### src/design/bps_fifo.sv
// Small register-based FIFO used for the middle queue and the result queue.
// Depends on nothing.
module bps_fifo #(
	parameter int WIDTH = 8,
	parameter int DEPTH = 4
) (
	input  logic             clk,
	input  logic             arst_n,
	input  logic             wr,
	input  logic [WIDTH-1:0] wdata,
	input  logic             rd,
	output logic [WIDTH-1:0] rdata,
	output logic             full,
	output logic             empty
);

	localparam int PW = (DEPTH > 1) ? $clog2(DEPTH) : 1;
	localparam int CW = $clog2(DEPTH + 1);

	logic [WIDTH-1:0] mem_q [DEPTH];
	logic [PW-1:0]    wptr_q;
	logic [PW-1:0]    rptr_q;
	logic [CW-1:0]    cnt_q;
	logic             do_wr;
	logic             do_rd;

	assign full  = (cnt_q == CW'(DEPTH));
	assign empty = (cnt_q == '0);
	assign do_wr = wr && !full;
	assign do_rd = rd && !empty;
	assign rdata = mem_q[rptr_q];

	// Store the incoming entry
	always_ff @(posedge clk) begin
		if (do_wr) begin
			mem_q[wptr_q] <= wdata;
		end
	end

	// Advance pointers and fill count
	always_ff @(posedge clk or negedge arst_n) begin
		if (!arst_n) begin
			wptr_q <= '0;
			rptr_q <= '0;
			cnt_q  <= '0;
		end else begin
			if (do_wr) begin
				wptr_q <= (wptr_q == PW'(DEPTH - 1)) ? '0 : wptr_q + 1'b1;
			end
			if (do_rd) begin
				rptr_q <= (rptr_q == PW'(DEPTH - 1)) ? '0 : rptr_q + 1'b1;
			end
			case ({do_wr, do_rd})
				2'b10:   cnt_q <= cnt_q + 1'b1;
				2'b01:   cnt_q <= cnt_q - 1'b1;
				default: cnt_q <= cnt_q;
			endcase
		end
	end

	a_rd_drops: assert property (@(posedge clk) disable iff (!arst_n)
		(do_rd && !do_wr) |=> (cnt_q == CW'($past(cnt_q) - 1'b1)))
		else $error("fifo count did not drop on read");

	a_wr_fills: assert property (@(posedge clk) disable iff (!arst_n)
		(do_wr && !do_rd) |=> !empty)
		else $error("fifo empty after write");

endmodule

### config.mk
export PLATFORM = sky130hd
export DESIGN_NAME = bps_fifo
export DESIGN_NICKNAME = d
export VERILOG_FILES = /design/src/design/bps_fifo.sv
export SDC_FILE = /design/constraint.sdc
export NUM_CORES = 1
export LEC_CHECK = 0
export BUFFER_PORTS_ARGS = -buffer_cell sky130_fd_sc_hd__buf_4
export CAP_MARGIN = 10
export CORE_AREA = 2 2 71 73
export CTS_CLUSTER_DIAMETER = 150
export DETAILED_ROUTE_END_ITERATION = 8
export DIE_AREA = 0 0 73 75
export GPL_TIMING_DRIVEN = 0
export PLACE_DENSITY = 0.6
export RECOVER_POWER = 25
export SLEW_MARGIN = 20
export SYNTH_ARGS = -nofsm -noshare
export SYNTH_HDL_FRONTEND = slang
export SYNTH_SLANG_ARGS = --single-unit
export TNS_END_PERCENT = 30
### constraint.sdc
create_clock -name clk -period 2.8 [get_ports clk]
set_clock_uncertainty 0.1 [all_clocks]
set_input_delay 0.28 -clock clk [delete_from_list [all_inputs] [get_ports clk]]
set_output_delay 0.28 -clock clk [all_outputs]
set_load 0.01 [all_outputs]
==> results.py <==
metrics = {
    "logic_synthesis": {
        "postSynthAreaPerCell_sq_um": 19.42,
        "synth_cells": 83,
        "synth_warnings": 0,
        "synthesis.nets": 102,
        "ys_ff_latch": 39,
        "syn_area_sq_mm": 0.001612,
        "ys_types": 19,
        "ys_seq_area_share_pct": 70.50,
    },
    "global_routing": {
        "gr-total-overflow": 0,
        "grt_pass1_vias": 858,
        "antenna_found_initial": 0,
        "grt_max_degree": 13,
        "grt_pass1_wl_mm": 4.112,
        "grt_usage_pct": 10.78,
    },
    "cells_and_area": {
        "most-common-layout-cells": "edfxtp_1 (32), buf_4 (15), inv_1 (8), mux4_2 (8), dfrtp_1 (7)",
        "layout-drive-gt1-share_pct": 35.40,
        "stdcell_count": 167,
        "area_growth_pct": 18.40,
        "n_antenna_cell": 0,
        "fin_nets": 131,
        "layout_commonest_cell": "edfxtp_1",
    },
    "route": {
        "via_count": 802,
        "avgViaCountPerCell": 4.802,
        "wl_met1_mm": 1.110,
        "met2WireLength_mm": 1.272,
        "wl_met3_um": 152,
        "highest_layer": "met4",
        "drt_iter0_drc": 33,
        "first_pass_iters": 4,
        "ant_nets": 0,
        "wl_per_cell_um": 15.42,
        "wl_mm": 2.575,
        "drc_errors": 0,
    },
    "sta": {
        "relSlewSlack_pct": 62.45,
        "fmax_mhz": 429.5,
        "rsz0062_at_grt": "no",
        "final.setup.tns_ps": 0,
        "finalCritPeriodShare_pct": 83.16,
        "finalHoldViolCount": 0,
        "tightest_slew_ps": 563.3,
        "setup_violations": 0,
        "period_needed_ps": 2328,
        "maxSlewViolCount": 0,
    },
    "power": {
        "p_per_area_mw_per_mm2": 1016,
        "vdd_drop_max_mv": 0.3906,
        "p_leak_nw": 0.7324,
    },
    "setup_path": {
        "critical_path_class": "reg2reg",
        "cp.required_ps": 2910,
        "crit_arrival_ps": 2440,
        "startpoint_type": "register",
        "cp-end-kind": "register",
        "crit_fanout": 6,
    },
    "cts": {
        "htreeDepth": 2,
        "clockBufferDepth": 2,
        "clk_pin_slew_ps": 70,
        "cts_buffers": 5,
        "cts.sinks": 39,
        "clk_latency_ps": 280,
        "root_buffer": "clkbuf_8",
        "cts_tree": "built",
        "cts_setup_buffers": 0,
    },
    "place": {
        "io_buffers": 21,
        "routabilityCongestion": 0.6304,
        "place_hpwl_mm": 1.814,
        "dp.cells": 158,
    },
    "die": {
        "initial_core_util_pct": 34.58,
        "io_pins": 22,
        "dieArea_sq_mm": 0.005475,
        "rows": 25,
        "core_area_sq_mm": 0.004661,
        "die_x_um": 73,
        "die_h_um": 75,
    },
    "run": {
        "max-cap-violations": 0,
    },
    "outcome": {
        "status": "complete, no violations",
    },
    "min_path": {
        "min_path_type": "in2reg",
    },
}
[worst paths after layout]
path	from	slack (ps)	cells past startpoint	end
worst max-delay path	cnt_q[0]$_DFFE_PN0P_	470	9	cnt_q[2]$_DFFE_PN0P_
worst min-delay path	wdata[0]	90	1	mem_q[2][0]$_DFFE_PP_
worst max register to register	cnt_q[0]$_DFFE_PN0P_	470	9	cnt_q[2]$_DFFE_PN0P_
worst min register to register	cnt_q[2]$_DFFE_PN0P_	380	1	cnt_q[2]$_DFFE_PN0P_
max in group asynchronous	arst_n	2250	2	wptr_q[0]$_DFFE_PN0P_
min in group asynchronous	arst_n	230	2	wptr_q[1]$_DFFE_PN0P_
[cells in the mapped netlist]
cell type / count / share of area [%]
edfxtp_1: 32 / 60
inv_1: 8 / 1.9
mux4_2: 8 / 11
dfrtp_1: 7 / 11
ha_1: 6 / 4.7
and3_2: 4 / 1.9
nor2_1: 3 / 0.70
mux2_2: 2 / 1.4
mux2_4: 2 / 1.9
xor2_1: 2 / 1.1
and2_4: 1 / 0.54
buf_1: 1 / 0.23
buf_2: 1 / 0.31
fa_1: 1 / 1.2
mux2i_1: 1 / 0.62
nand2b_1: 1 / 0.39
nor3_1: 1 / 0.31
or3b_4: 1 / 0.70
xnor2_1: 1 / 0.54
[metrics by stage]
stage               cell area (sq um)  setup WS, ps  util, %  total power [mW]  hold slack (ps)
floorplan                        1612         631.3        -             1.343           -115.6
global placement                 1837         514.7    39.41             1.579           -2.139
detailed placement               1837         499.8    39.41             1.614            1.451
CTS                              1931         459.4    41.42             1.980            82.84
global route                     1908         310.4    40.94             2.065            89.04
finish                           1908         471.5    40.94             1.939            94.14
[where the power goes]
group          switching [mW]  total, mW  internal [mW]  leakage, nW
registers              0.0634      0.850          0.786        0.375
logic                   0.341      0.729          0.388        0.318
clock network           0.191      0.360          0.169       0.0392
[flip-flops by register name (all words and copies together), names as in the netlist]
register  flops
mem_q        32
rptr_q        2
wptr_q        2
cnt_q         3
[logic make-up after synthesis]
group | count (synthesis) | share of synthesized area [%]
DFF | 39 | 70.50
muxes | 13 | 15.06
and+or+nand+nor | 11 | 4.503
buffers and inverters | 10 | 2.406
adders and majority gates | 7 | 5.901
xor gates and xnor gates | 3 | 1.631
[per-layer routing]
| layer | GRT usage, % | vias to the layer above |
|---|---|---|
| met5 | 0 | - |
| met4 | 4.321 | 0 |
| met3 | 4.418 | 5 |
| met2 | 18.62 | 25 |
| met1 | 11.84 | 400 |
| li1 | - | 372 |
[layout make-up]
type	count	area (sq um)
Fill cell	446	2753
Sequential cell	39	1136
Multi-Input combinational cell	34	436.7
Clock inverter	3	15.01
Inverter	8	30.03
Timing Repair Buffer	22	145.1
Clock buffer	5	68.82
Buffer	2	8.758
Tap cell	54	67.56
[critical path, cell delays in order (launching register included)]
cell and delay [ps]:
dfrtp_1 420, or3b_4 440, and2_4 190, inv_1 60
ha_1 180, inv_1 60, fa_1 370, xor2_1 160
nor2_1 110, xor2_1 160
[what timing repair did]
action / in CTS / in global routing
gates resized for setup: 0 / 0
endpoints found under the hold margin: 7 / 0
hold buffers: 1 / 0
Note: power is estimated with default switching activity, not from simulation.
