`src/design/bps_pkg.sv`:
```
// Package for the ballistic pitch solver: field widths, register map,
// queue entry and pipeline sideband types, and the CORDIC angle table.
// No dependencies.
package bps_pkg;

	localparam int GRAV_W = 21;
	localparam logic [GRAV_W-1:0] GRAVITY_RESET = 21'd641158;

	// Register map: index is paddr[2]
	localparam int PADDR_W = 3;
	localparam logic REG_GRAVITY = 1'b0;

	localparam int MID_DEPTH = 4;
	localparam int OUT_DEPTH = 4;

	localparam int CORDIC_STEPS = 24;
	localparam int PITCH_MAX = 102944;

	// Request as classified by the front end
	typedef struct packed {
		logic [15:0]        v0;
		logic [15:0]        d;
		logic signed [15:0] h;
		logic               zero;
		logic [31:0]        d2;
		logic [31:0]        v2;
	} bps_item_t;

	// Sideband through the drop divider
	typedef struct packed {
		logic [15:0]        v0;
		logic [15:0]        d;
		logic signed [15:0] h;
		logic [31:0]        d2;
		logic               bad;
	} bps_ksb_t;

	// Sideband through the discriminant root
	typedef struct packed {
		logic [15:0]        v0;
		logic [15:0]        d;
		logic signed [26:0] n;
		logic               bad;
	} bps_ssb_t;

	// Sideband through the CORDIC stages
	typedef struct packed {
		logic [15:0]        v0;
		logic [15:0]        d;
		logic [25:0]        m;
		logic signed [26:0] n;
		logic               bad;
	} bps_csb_t;

	// Sideband through the radius root
	typedef struct packed {
		logic [15:0]        v0;
		logic [15:0]        d;
		logic [25:0]        m;
		logic signed [17:0] pitch;
		logic               bad;
	} bps_rsb_t;

	// Sideband through the flight time divider
	typedef struct packed {
		logic signed [17:0] pitch;
		logic               bad;
		logic               sat;
	} bps_tsb_t;

	// Result entry
	typedef struct packed {
		logic               oor;
		logic signed [17:0] pitch;
		logic [31:0]        ftime;
	} bps_res_t;

	// atan(2^-i) in units of 2^-24 rad
	function automatic logic [24:0] bps_atan(input logic [4:0] i);
		logic [24:0] a;
		unique case (i)
			5'd0:    a = 25'd13176795;
			5'd1:    a = 25'd7778716;
			5'd2:    a = 25'd4110060;
			5'd3:    a = 25'd2086331;
			5'd4:    a = 25'd1047214;
			5'd5:    a = 25'd524117;
			5'd6:    a = 25'd262123;
			5'd7:    a = 25'd131069;
			5'd8:    a = 25'd65536;
			5'd9:    a = 25'd32768;
			5'd10:   a = 25'd16384;
			5'd11:   a = 25'd8192;
			5'd12:   a = 25'd4096;
			5'd13:   a = 25'd2048;
			5'd14:   a = 25'd1024;
			5'd15:   a = 25'd512;
			5'd16:   a = 25'd256;
			5'd17:   a = 25'd128;
			5'd18:   a = 25'd64;
			5'd19:   a = 25'd32;
			5'd20:   a = 25'd16;
			5'd21:   a = 25'd8;
			5'd22:   a = 25'd4;
			5'd23:   a = 25'd2;
			default: a = 25'd0;
		endcase
		return a;
	endfunction

endpackage

```
`src/design/bps_front.sv`:
```
// Front end: accepts requests, flags zero speed or distance and forms the
// squares of distance and speed. Depends on bps_pkg.
module bps_front (
	input  logic                  push,
	input  logic                  mid_full,
	input  logic [15:0]           muzzle_speed,
	input  logic [15:0]           horizontal_distance,
	input  logic signed [15:0]    target_height,
	output logic                  mid_wr,
	output bps_pkg::bps_item_t    item
);

	// Accept when the middle queue has room
	assign mid_wr = push && !mid_full;

	// Classify and square
	always_comb begin
		item.v0   = muzzle_speed;
		item.d    = horizontal_distance;
		item.h    = target_height;
		item.zero = (muzzle_speed == '0) || (horizontal_distance == '0);
		item.d2   = 32'(horizontal_distance) * 32'(horizontal_distance);
		item.v2   = 32'(muzzle_speed) * 32'(muzzle_speed);
	end

endmodule

```
`config.mk`:
```
export PLATFORM = sky130hd
export DESIGN_NAME = bps_front
export DESIGN_NICKNAME = d
export VERILOG_FILES = /design/src/design/bps_pkg.sv /design/src/design/bps_front.sv
export SDC_FILE = /design/constraint.sdc
export NUM_CORES = 1
export LEC_CHECK = 0
export BUFFER_PORTS_ARGS = -buffer_cell sky130_fd_sc_hd__buf_4
export CAP_MARGIN = 20
export CELL_PAD_IN_SITES_DETAIL_PLACEMENT = 0
export CELL_PAD_IN_SITES_GLOBAL_PLACEMENT = 2
export CORE_MARGIN = 3
export CORE_UTILIZATION = 41
export DETAILED_ROUTE_END_ITERATION = 8
export MAX_ROUTING_LAYER = met4
export PLACE_DENSITY = 0.88
export SYNTH_ARGS = -nofsm -noshare
export SYNTH_HDL_FRONTEND = slang
export SYNTH_SLANG_ARGS = --single-unit
export TNS_END_PERCENT = 50
```
`constraint.sdc`:
```
create_clock -name vclk -period 17.53
set_input_delay 0.8765 -clock vclk [all_inputs]
set_output_delay 0.8765 -clock vclk [all_outputs]
set_load 0.01 [all_outputs]
```
==> run_results.csv, run 1 <==
group,metric,value,unit
setup_path,startpoint_type,"input port",
sta,setup_viol,0,
logic_synthesis,synthCells,1799,
global_route,antenna_found_initial,0,
sta,tightest_slew,555,ps
final_layout,nets,2399,
setup_path,crit_path_end,"item[56]",
global_route,track_usage,20.0,%
sta,fin_tns_setup,0,ps
drt,wire_per_inst,16.1,µm
die,core,36100,µm²
setup_path,startpoint,"horizontal_distance[3]",
place,port_buffers,130,
final_layout,multi_input_area,12700,µm²
final_layout,design.seq.count,0,
sta,period_share,44.5,%
clock_tree,ctsHoldBuffers,0,
logic_synthesis,synth_area,15200,µm²
run_status,status,"completed",
setup_path,path_class,"input port to output port",
hold_path,hp-class,"input port to output port",
clock_tree,postCtsResizedCells,0,
setup_path,critical_path_arrival,6920,ps
setup_path,endpoint_kind,"output port",
logic_synthesis,postSynthAreaPerCell,8.46,µm²
logic_synthesis,synth.top_cell.area_share,42.6,%
drt,drt_iter0_drc,443,
clock_tree,cts_setup_buffers,0,
sta,fmax,128,MHz
drt,viasPerCell,4.91,
logic_synthesis,yosysSeqAreaShare,0,%
drt,drc,0,
die,ioPinCount,164,
logic_synthesis,synthTopCellsByArea,"fa_1 43%, ha_1 17%, inv_1 13%",
final_layout,final_common_cell,"inv_1",
final_layout,drive_gt1_share,7.74,%
global_route,grt.overflow.total,0,
setup_path,crit_fanout,15,
setup_path,crit_required,16650,ps
die,start_util,42.2,%
logic_synthesis,ys_warn_count,0,
die,die-area,39500,µm²
die,die_x,199,µm
global_route,grt_pass1_wl,62.6,mm
sta,rsz0062_at_grt,"false",
sta,slew_viol_final,0,
sta,finalHoldViolations,0,
drt,first_pass_iters,5,
final_layout,final_cell_mix,"519 x inv_1, 324 x fa_1, 201 x ha_1",
die,num_rows,69,
drt,drt_wl_total,36.7,mm
final_layout,diodes,0,
global_route,grt_max_degree,23,
final_layout,fillCellCount,3659,
final_layout,n_clock_buffer,0,
die,die_h,199,µm
sta,slew_headroom,62.7,%
logic_synthesis,ys_types,55,
global_route,grt_pass1_vias,12285,
sta,fin_crit,7800,ps
final_layout,areaGrowthSynthToFinish,6.25,%
logic_synthesis,yosysTopAreaCell,"fa_1",
final_layout,seqCellArea,0,µm²
drt,vias,11212,
flow_run,maxCapViolCount,0,
place,gp_congestion,0.904,
place,hpwl,31.6,mm
drt,drtAntennaViolNets,0,
-- cell usage after synthesis (9+ instances only) --
| cell | n |
|---|---|
| o21bai_1 | 9 |
| fa_1 | 324 |
| o21ai_0 | 21 |
| xnor2_1 | 51 |
| xor2_1 | 21 |
| nand2_1 | 186 |
| a21oi_1 | 62 |
| a21o_1 | 20 |
| and2_1 | 77 |
| nor2b_1 | 12 |
| buf_4 | 52 |
| nand4_1 | 9 |
| inv_1 | 519 |
| o21a_1 | 11 |
| nor4_1 | 10 |
| nor2_1 | 52 |
| clkbuf_1 | 53 |
| ha_1 | 201 |
| nand3_1 | 14 |
-- through the flow --
step / hold WS, ps / instance area, µm² / instances / util [%] / setup slack (ps)
global placement: 1750 / 16200 / 2283 / 44.8 / 9710
finish: 1750 / 16200 / 2283 / 44.8 / 9730
detailed placement: 1750 / 16200 / 2283 / 44.8 / 9690
floorplan: 1800 / 15200 / 1800 / - / 10240
CTS: 1750 / 16200 / 2283 / 44.8 / 9680
global route: 1750 / 16200 / 2283 / 44.8 / 9480
-- routing by layer --
metal,vias to the layer above,global-route usage [%],wire (µm)
li1,5389,-,-
met4,0,2.52,575
met2,202,35.3,18600
met3,30,0.728,1110
met1,5591,26.6,16400
met5,-,-,0
-- cell families (layout without fill, tap and decap cells) --
| kind of cell | after synthesis | in the layout | synth area share, % |
|---|---|---|---|
| simple gates | 388 | 388 | 11.9 |
| compound gates | 184 | 184 | 7.88 |
| buf+inv | 627 | 649 | 16.8 |
| other cells | 1 | 2 | 0.0246 |
| fa+ha+maj | 525 | 525 | 59.1 |
| xor+xnor | 72 | 72 | 4.14 |
| mux | 2 | 2 | 0.148 |
-- critical path: stages --
cell and delay, ps:
buf_4 220, inv_1 180, nor2_1 270, ha_1 300, xor2_1 200, fa_1 550
inv_1 60, fa_1 480, fa_1 520, fa_1 490, inv_1 50, fa_1 470
inv_1 40, ha_1 390, and3_1 240, and2_1 160, a221o_1 300, a31oi_1 300
o31a_1 310, o21bai_1 120, xor2_1 230, buf_4 170
-- area by class of cell --
type,count,share of cell area [%]
Inverter,519,12.0
Timing Repair Buffer,130,6.03
Multi-Input combinational cell,1173,78.4
Tap cell,461,3.57
-- worst min-delay path by stage --
stage	startpoint	end	slack [ps]	cells past startpoint
2_1_floorplan	muzzle_speed[0]	item[2]	1800	1
3_3_place_gp	target_height[0]	item[65]	1750	0
3_5_place_dp	target_height[0]	item[65]	1750	0
4_1_cts	target_height[0]	item[65]	1750	0
5_1_grt	target_height[12]	item[77]	1750	0
6_report	target_height[12]	item[77]	1750	0
Power of run 1 is not shown: default switching activity piles up to over one toggle a cycle in this logic, so the estimate is an artifact.
==> run 2, diff against run 1 <==
- ABC_AREA: not set -> 1
- CORE_UTILIZATION: 41 -> 33
- PLACE_DENSITY: 0.88 -> 0.79
- clock period: 17.53 -> 7 ns (I/O delays scaled with it)
==> run_results.csv, run 2 <==
group,metric,value,unit
logic_synthesis,synthTopCellsByCount,"762 x inv_1, 640 x nand2_1, 324 x fa_1",
global_route,grt_pass1_wl,72.7,mm
global_route,grt_pass1_vias,13959,
logic_synthesis,yosysSeqAreaShare,0,%
place,dp_slack,1040,ps
die,die-area,53400,µm²
final_layout,final_common_cell,"inv_1",
run_status,status,"completed",
setup_path,critical_path_arrival,5610,ps
drt,vias,13217,
place,gp_congestion,0.830,
logic_synthesis,yosysTopAreaCell,"fa_1",
final_layout,fillCellCount,5458,
global_route,track_usage,17.3,%
logic_synthesis,ys_warn_count,0,
logic_synthesis,postSynthAreaPerCell,7.12,µm²
place,hpwl,38.3,mm
sta,slew_viol_final,0,
setup_path,endpoint_kind,"output port",
hold_path,min_to,"item[67]",
final_layout,n_clock_buffer,0,
clock_tree,ctsHoldBuffers,0,
die,ioPinCount,164,
global_route,grt.overflow.total,0,
logic_synthesis,synthTopCellsByArea,"fa_1 39%, inv_1 17%, ha_1 15%",
global_route,antenna_found_initial,1,
drt,viasPerCell,4.37,
drt,drtAntennaViolNets,0,
hold_path,hold_start,"target_height[2]",
sta,rsz0062_at_grt,"false",
logic_synthesis,yosysMostFrequentCell,"inv_1",
setup_path,crit_required,6650,ps
drt,met2_length,20.6,mm
final_layout,design.seq.count,0,
logic_synthesis,synthCells,2347,
drt,dr.max_layer_used,"met4",
logic_synthesis,ys_types,31,
die,die_x,231,µm
final_layout,seqCellArea,0,µm²
logic_synthesis,synth.top_cell.area_share,38.8,%
flow_run,maxCapViolCount,0,
drt,first_pass_iters,5,
drt,wire_per_inst,14.3,µm
sta,timing.hold.ws,700,ps
final_layout,nets,2939,
die,die_h,231,µm
sta,fin_crit,5960,ps
place,port_buffers,130,
setup_path,path_class,"input port to output port",
clock_tree,cts_setup_buffers,0,
die,core,49500,µm²
sta,period_share,85.1,%
final_layout,drive_gt1_share,7.58,%
final_layout,final_cell_mix,"762 x inv_1, 640 x nand2_1, 324 x fa_1",
setup_path,startpoint_type,"input port",
die,num_rows,81,
final_layout,areaGrowthSynthToFinish,6.94,%
sta,fmax,168,MHz
final_layout,fin_util,36.2,%
clock_tree,postCtsResizedCells,0,
drt,wl_met3,1.55,mm
drt,drt_iter0_drc,493,
logic_synthesis,synth_area,16700,µm²
sta,setup_ws,1040,ps
drt,drc,0,
hold_path,hp-class,"input port to output port",
die,start_util,33.8,%
drt,wl_met1,20.8,mm
hold_path,worstHoldPathCells,0,
sta,setup_viol,0,
sta,finalHoldViolations,0,
global_route,grt_max_degree,21,
sta,fin_tns_setup,0,ps
setup_path,crit_fanout,19,
drt,drt_wl_total,43.4,mm
-- run 2: cell types whose count changed after synthesis, sizes merged, moves of 11 or more --
cell   delta
nor2b    -12
o21a     -11
and2     -76
nand2   +468
inv     +243
buf      +17
a21oi    -26
xnor2    -41
o21ai    -23
xor2     +21
nor2     +39
nand3    +57
a21o     -17
-- run 2: worst max-delay path by stage --
stage	cells after the start	start	to	slack (ps)
floorplan	20	horizontal_distance[13]	item[51]	1470
finish	24	muzzle_speed[9]	item[13]	1040
CTS	25	muzzle_speed[8]	item[28]	1010
global route	22	muzzle_speed[9]	item[16]	740
detailed placement	25	muzzle_speed[8]	item[28]	1040
global placement	26	muzzle_speed[8]	item[16]	1060
-- run 2: per-stage QoR --
stage / area (µm²) / cells
2_1_floorplan: 16700 / 2348
3_3_place_gp: 17900 / 3026
3_5_place_dp: 17900 / 3026
4_1_cts: 17900 / 3026
5_1_grt: 17900 / 3027
6_report: 17900 / 3027
-- run 2: critical path, cell delays in order --
cell	delay [ps]
buf_4	210
nand2_1	150
inv_1	70
fa_1	500
inv_1	50
fa_1	520
inv_1	50
fa_1	500
inv_1	60
fa_1	540
inv_1	50
fa_1	480
inv_1	50
fa_1	480
inv_1	40
ha_1	350
nand2_2	170
inv_1	50
nand2_1	60
nand3_1	90
inv_1	80
nand3_2	120
xor2_1	350
buf_4	200
-- run 2: layout make-up --
class,count,area (µm²),area share [%]
well taps,664,831,4.65
diodes,1,2.50,0.0140
repair buffers,130,976,5.46
multi-input cells,1470,13200,73.9
inverters,762,2860,16.0
-- run 2: per-layer routing --
layer	vias up	global-route usage [%]
li1	6593	-
met1	6383	24.2
met2	211	28.8
met3	30	0.885
met4	0	1.67
met5	-	-
-- run 2: cells by family (layout without fill, tap and decap cells) --
group | count (synthesis) | count (layout) | share of synthesized area, %
buffers and inverters | 878 | 892 | 21.0
XOR/XNOR | 52 | 52 | 2.72
other | 1 | 3 | 0.0224
AO/OA/AOI/OAI | 48 | 48 | 1.61
adder cells (fa/ha/maj) | 525 | 525 | 53.8
AND/OR/NAND/NOR | 843 | 843 | 20.8
Power of run 2 is left out for the same reason.
==> run 3, diff against run 2 <==
- ABC_AREA: 1 -> 0
- CORE_UTILIZATION: 33 -> 35
- PLACE_DENSITY: 0.79 -> 0.8
==> run_results.csv, run 3 (synthesis results as in run 1) <==
group,metric,value,unit
drt,drc,0,
setup_path,crit_required,6650,ps
final_layout,final_common_cell,"inv_1",
sta,fin_crit,6600,ps
sta,slew_viol_final,0,
global_route,track_usage,17.5,%
place,port_buffers,130,
hold_path,hold_start,"target_height[1]",
global_route,grt_pass1_wl,64.9,mm
sta,fmax,152,MHz
final_layout,areaGrowthSynthToFinish,7.40,%
global_route,grt_pass1_vias,12174,
drt,drt_wl_total,37.5,mm
sta,period_share,94.3,%
clock_tree,ctsHoldBuffers,0,
sta,fin_tns_setup,0,ps
final_layout,instances_no_fill,2403,
place,hpwl,32.8,mm
die,ioPinCount,164,
setup_path,cp_cell_sequence,"buf_4 > inv_1 > nor2_1 > fa_1 > inv_1 > fa_1 > inv_1 > fa_1 > fa_1 > fa_1 > inv_1 > fa_1 > inv_1 > ha_1 > and3_1 > and2_1 > a221o_1 > a31oi_1 > o31a_1 > o21ai_1 > xnor2_1 > buf_4",
final_layout,final_cell_mix,"519 x inv_1, 324 x fa_1, 201 x ha_1",
clock_tree,postCtsResizedCells,0,
global_route,grt_max_degree,23,
setup_path,cpPeakStageDelay,550,ps
die,start_util,35.9,%
die,core,42400,µm²
setup_path,startpoint_type,"input port",
sta,finalHoldViolations,0,
die,die_h,215,µm
setup_path,endpoint_kind,"output port",
flow_run,maxCapViolCount,0,
final_layout,design.seq.count,0,
setup_path,path_class,"input port to output port",
setup_path,crit_top_cell,"fa_1",
sta,tightest_slew,515,ps
drt,vias,11141,
place,gp_congestion,0.928,
final_layout,n_clock_buffer,0,
hold_path,worstHoldPathCells,0,
setup_path,critical_path_arrival,6250,ps
global_route,antenna_found_initial,0,
drt,drtAntennaViolNets,0,
drt,first_pass_iters,5,
clock_tree,cts_setup_buffers,0,
final_layout,nets,2403,
global_route,grt.overflow.total,0,
drt,viasPerCell,4.64,
die,die-area,46000,µm²
final_layout,seqCellArea,0,µm²
setup_path,crit_fanout,13,
sta,rsz0062_at_grt,"false",
drt,wire_per_inst,15.6,µm
final_layout,diodes,0,
die,die_x,215,µm
final_layout,drive_gt1_share,7.94,%
sta,setup_viol,0,
die,num_rows,75,
drt,drt_iter0_drc,473,
hold_path,hp-class,"input port to output port",
run_status,status,"completed",
sta,slew_headroom,65.4,%
hold_path,min_to,"item[66]",
place,dp_cells,2403,
setup_path,cpMaxStageDelayCell,"fa_1",
-- run 3: metrics by stage --
stage	setup WS [ps]	instance area [µm²]	utilization, %	hold WS [ps]
after global placement	392	16400	38.6	700
after CTS	377	16400	38.6	700
after global routing	85.6	16400	38.6	700
final	402	16400	38.6	700
after detailed placement	385	16400	38.6	700
after floorplan	765	15200	-	746
-- run 3: layout make-up --
class,instances,area (µm²)
Timing Repair Buffer,134,1010
Multi-Input combinational cell,1173,12700
Tap cell,577,722
Fill cell,4447,26100
Inverter,519,1950
-- run 3: worst max-delay path: cells and delay by family --
| kind | cells | cell delay [ps] |
|---|---|---|
| AO/OA/AOI/OAI | 4 | 990 |
| XOR/XNOR | 1 | 180 |
| adder cells (fa/ha/maj) | 7 | 3370 |
| buffers and inverters | 7 | 820 |
| AND/OR/NAND/NOR | 3 | 510 |
-- run 3: routing by layer --
layer	track usage [%]	wire length, µm	share of wire [%]	up-vias
met1	23.2	16700	44	5498
met3	1.42	1410	3.8	30
met2	30.5	19000	51	213
met4	1.55	428	1.1	0
met5	-	0	0	-
li1	-	-	-	5400
-- run 3: worst max-delay path by stage --
stage                            startpoint        to  slack [ps]  cells past startpoint
floorplan                   muzzle_speed[2]  item[31]         760                     20
global placement    horizontal_distance[12]  item[60]         390                     22
detailed placement  horizontal_distance[12]  item[60]         390                     22
CTS                 horizontal_distance[12]  item[60]         380                     22
global route        horizontal_distance[12]  item[60]          90                     22
finish              horizontal_distance[12]  item[60]         400                     22
Power of run 3 is left out for the same reason.
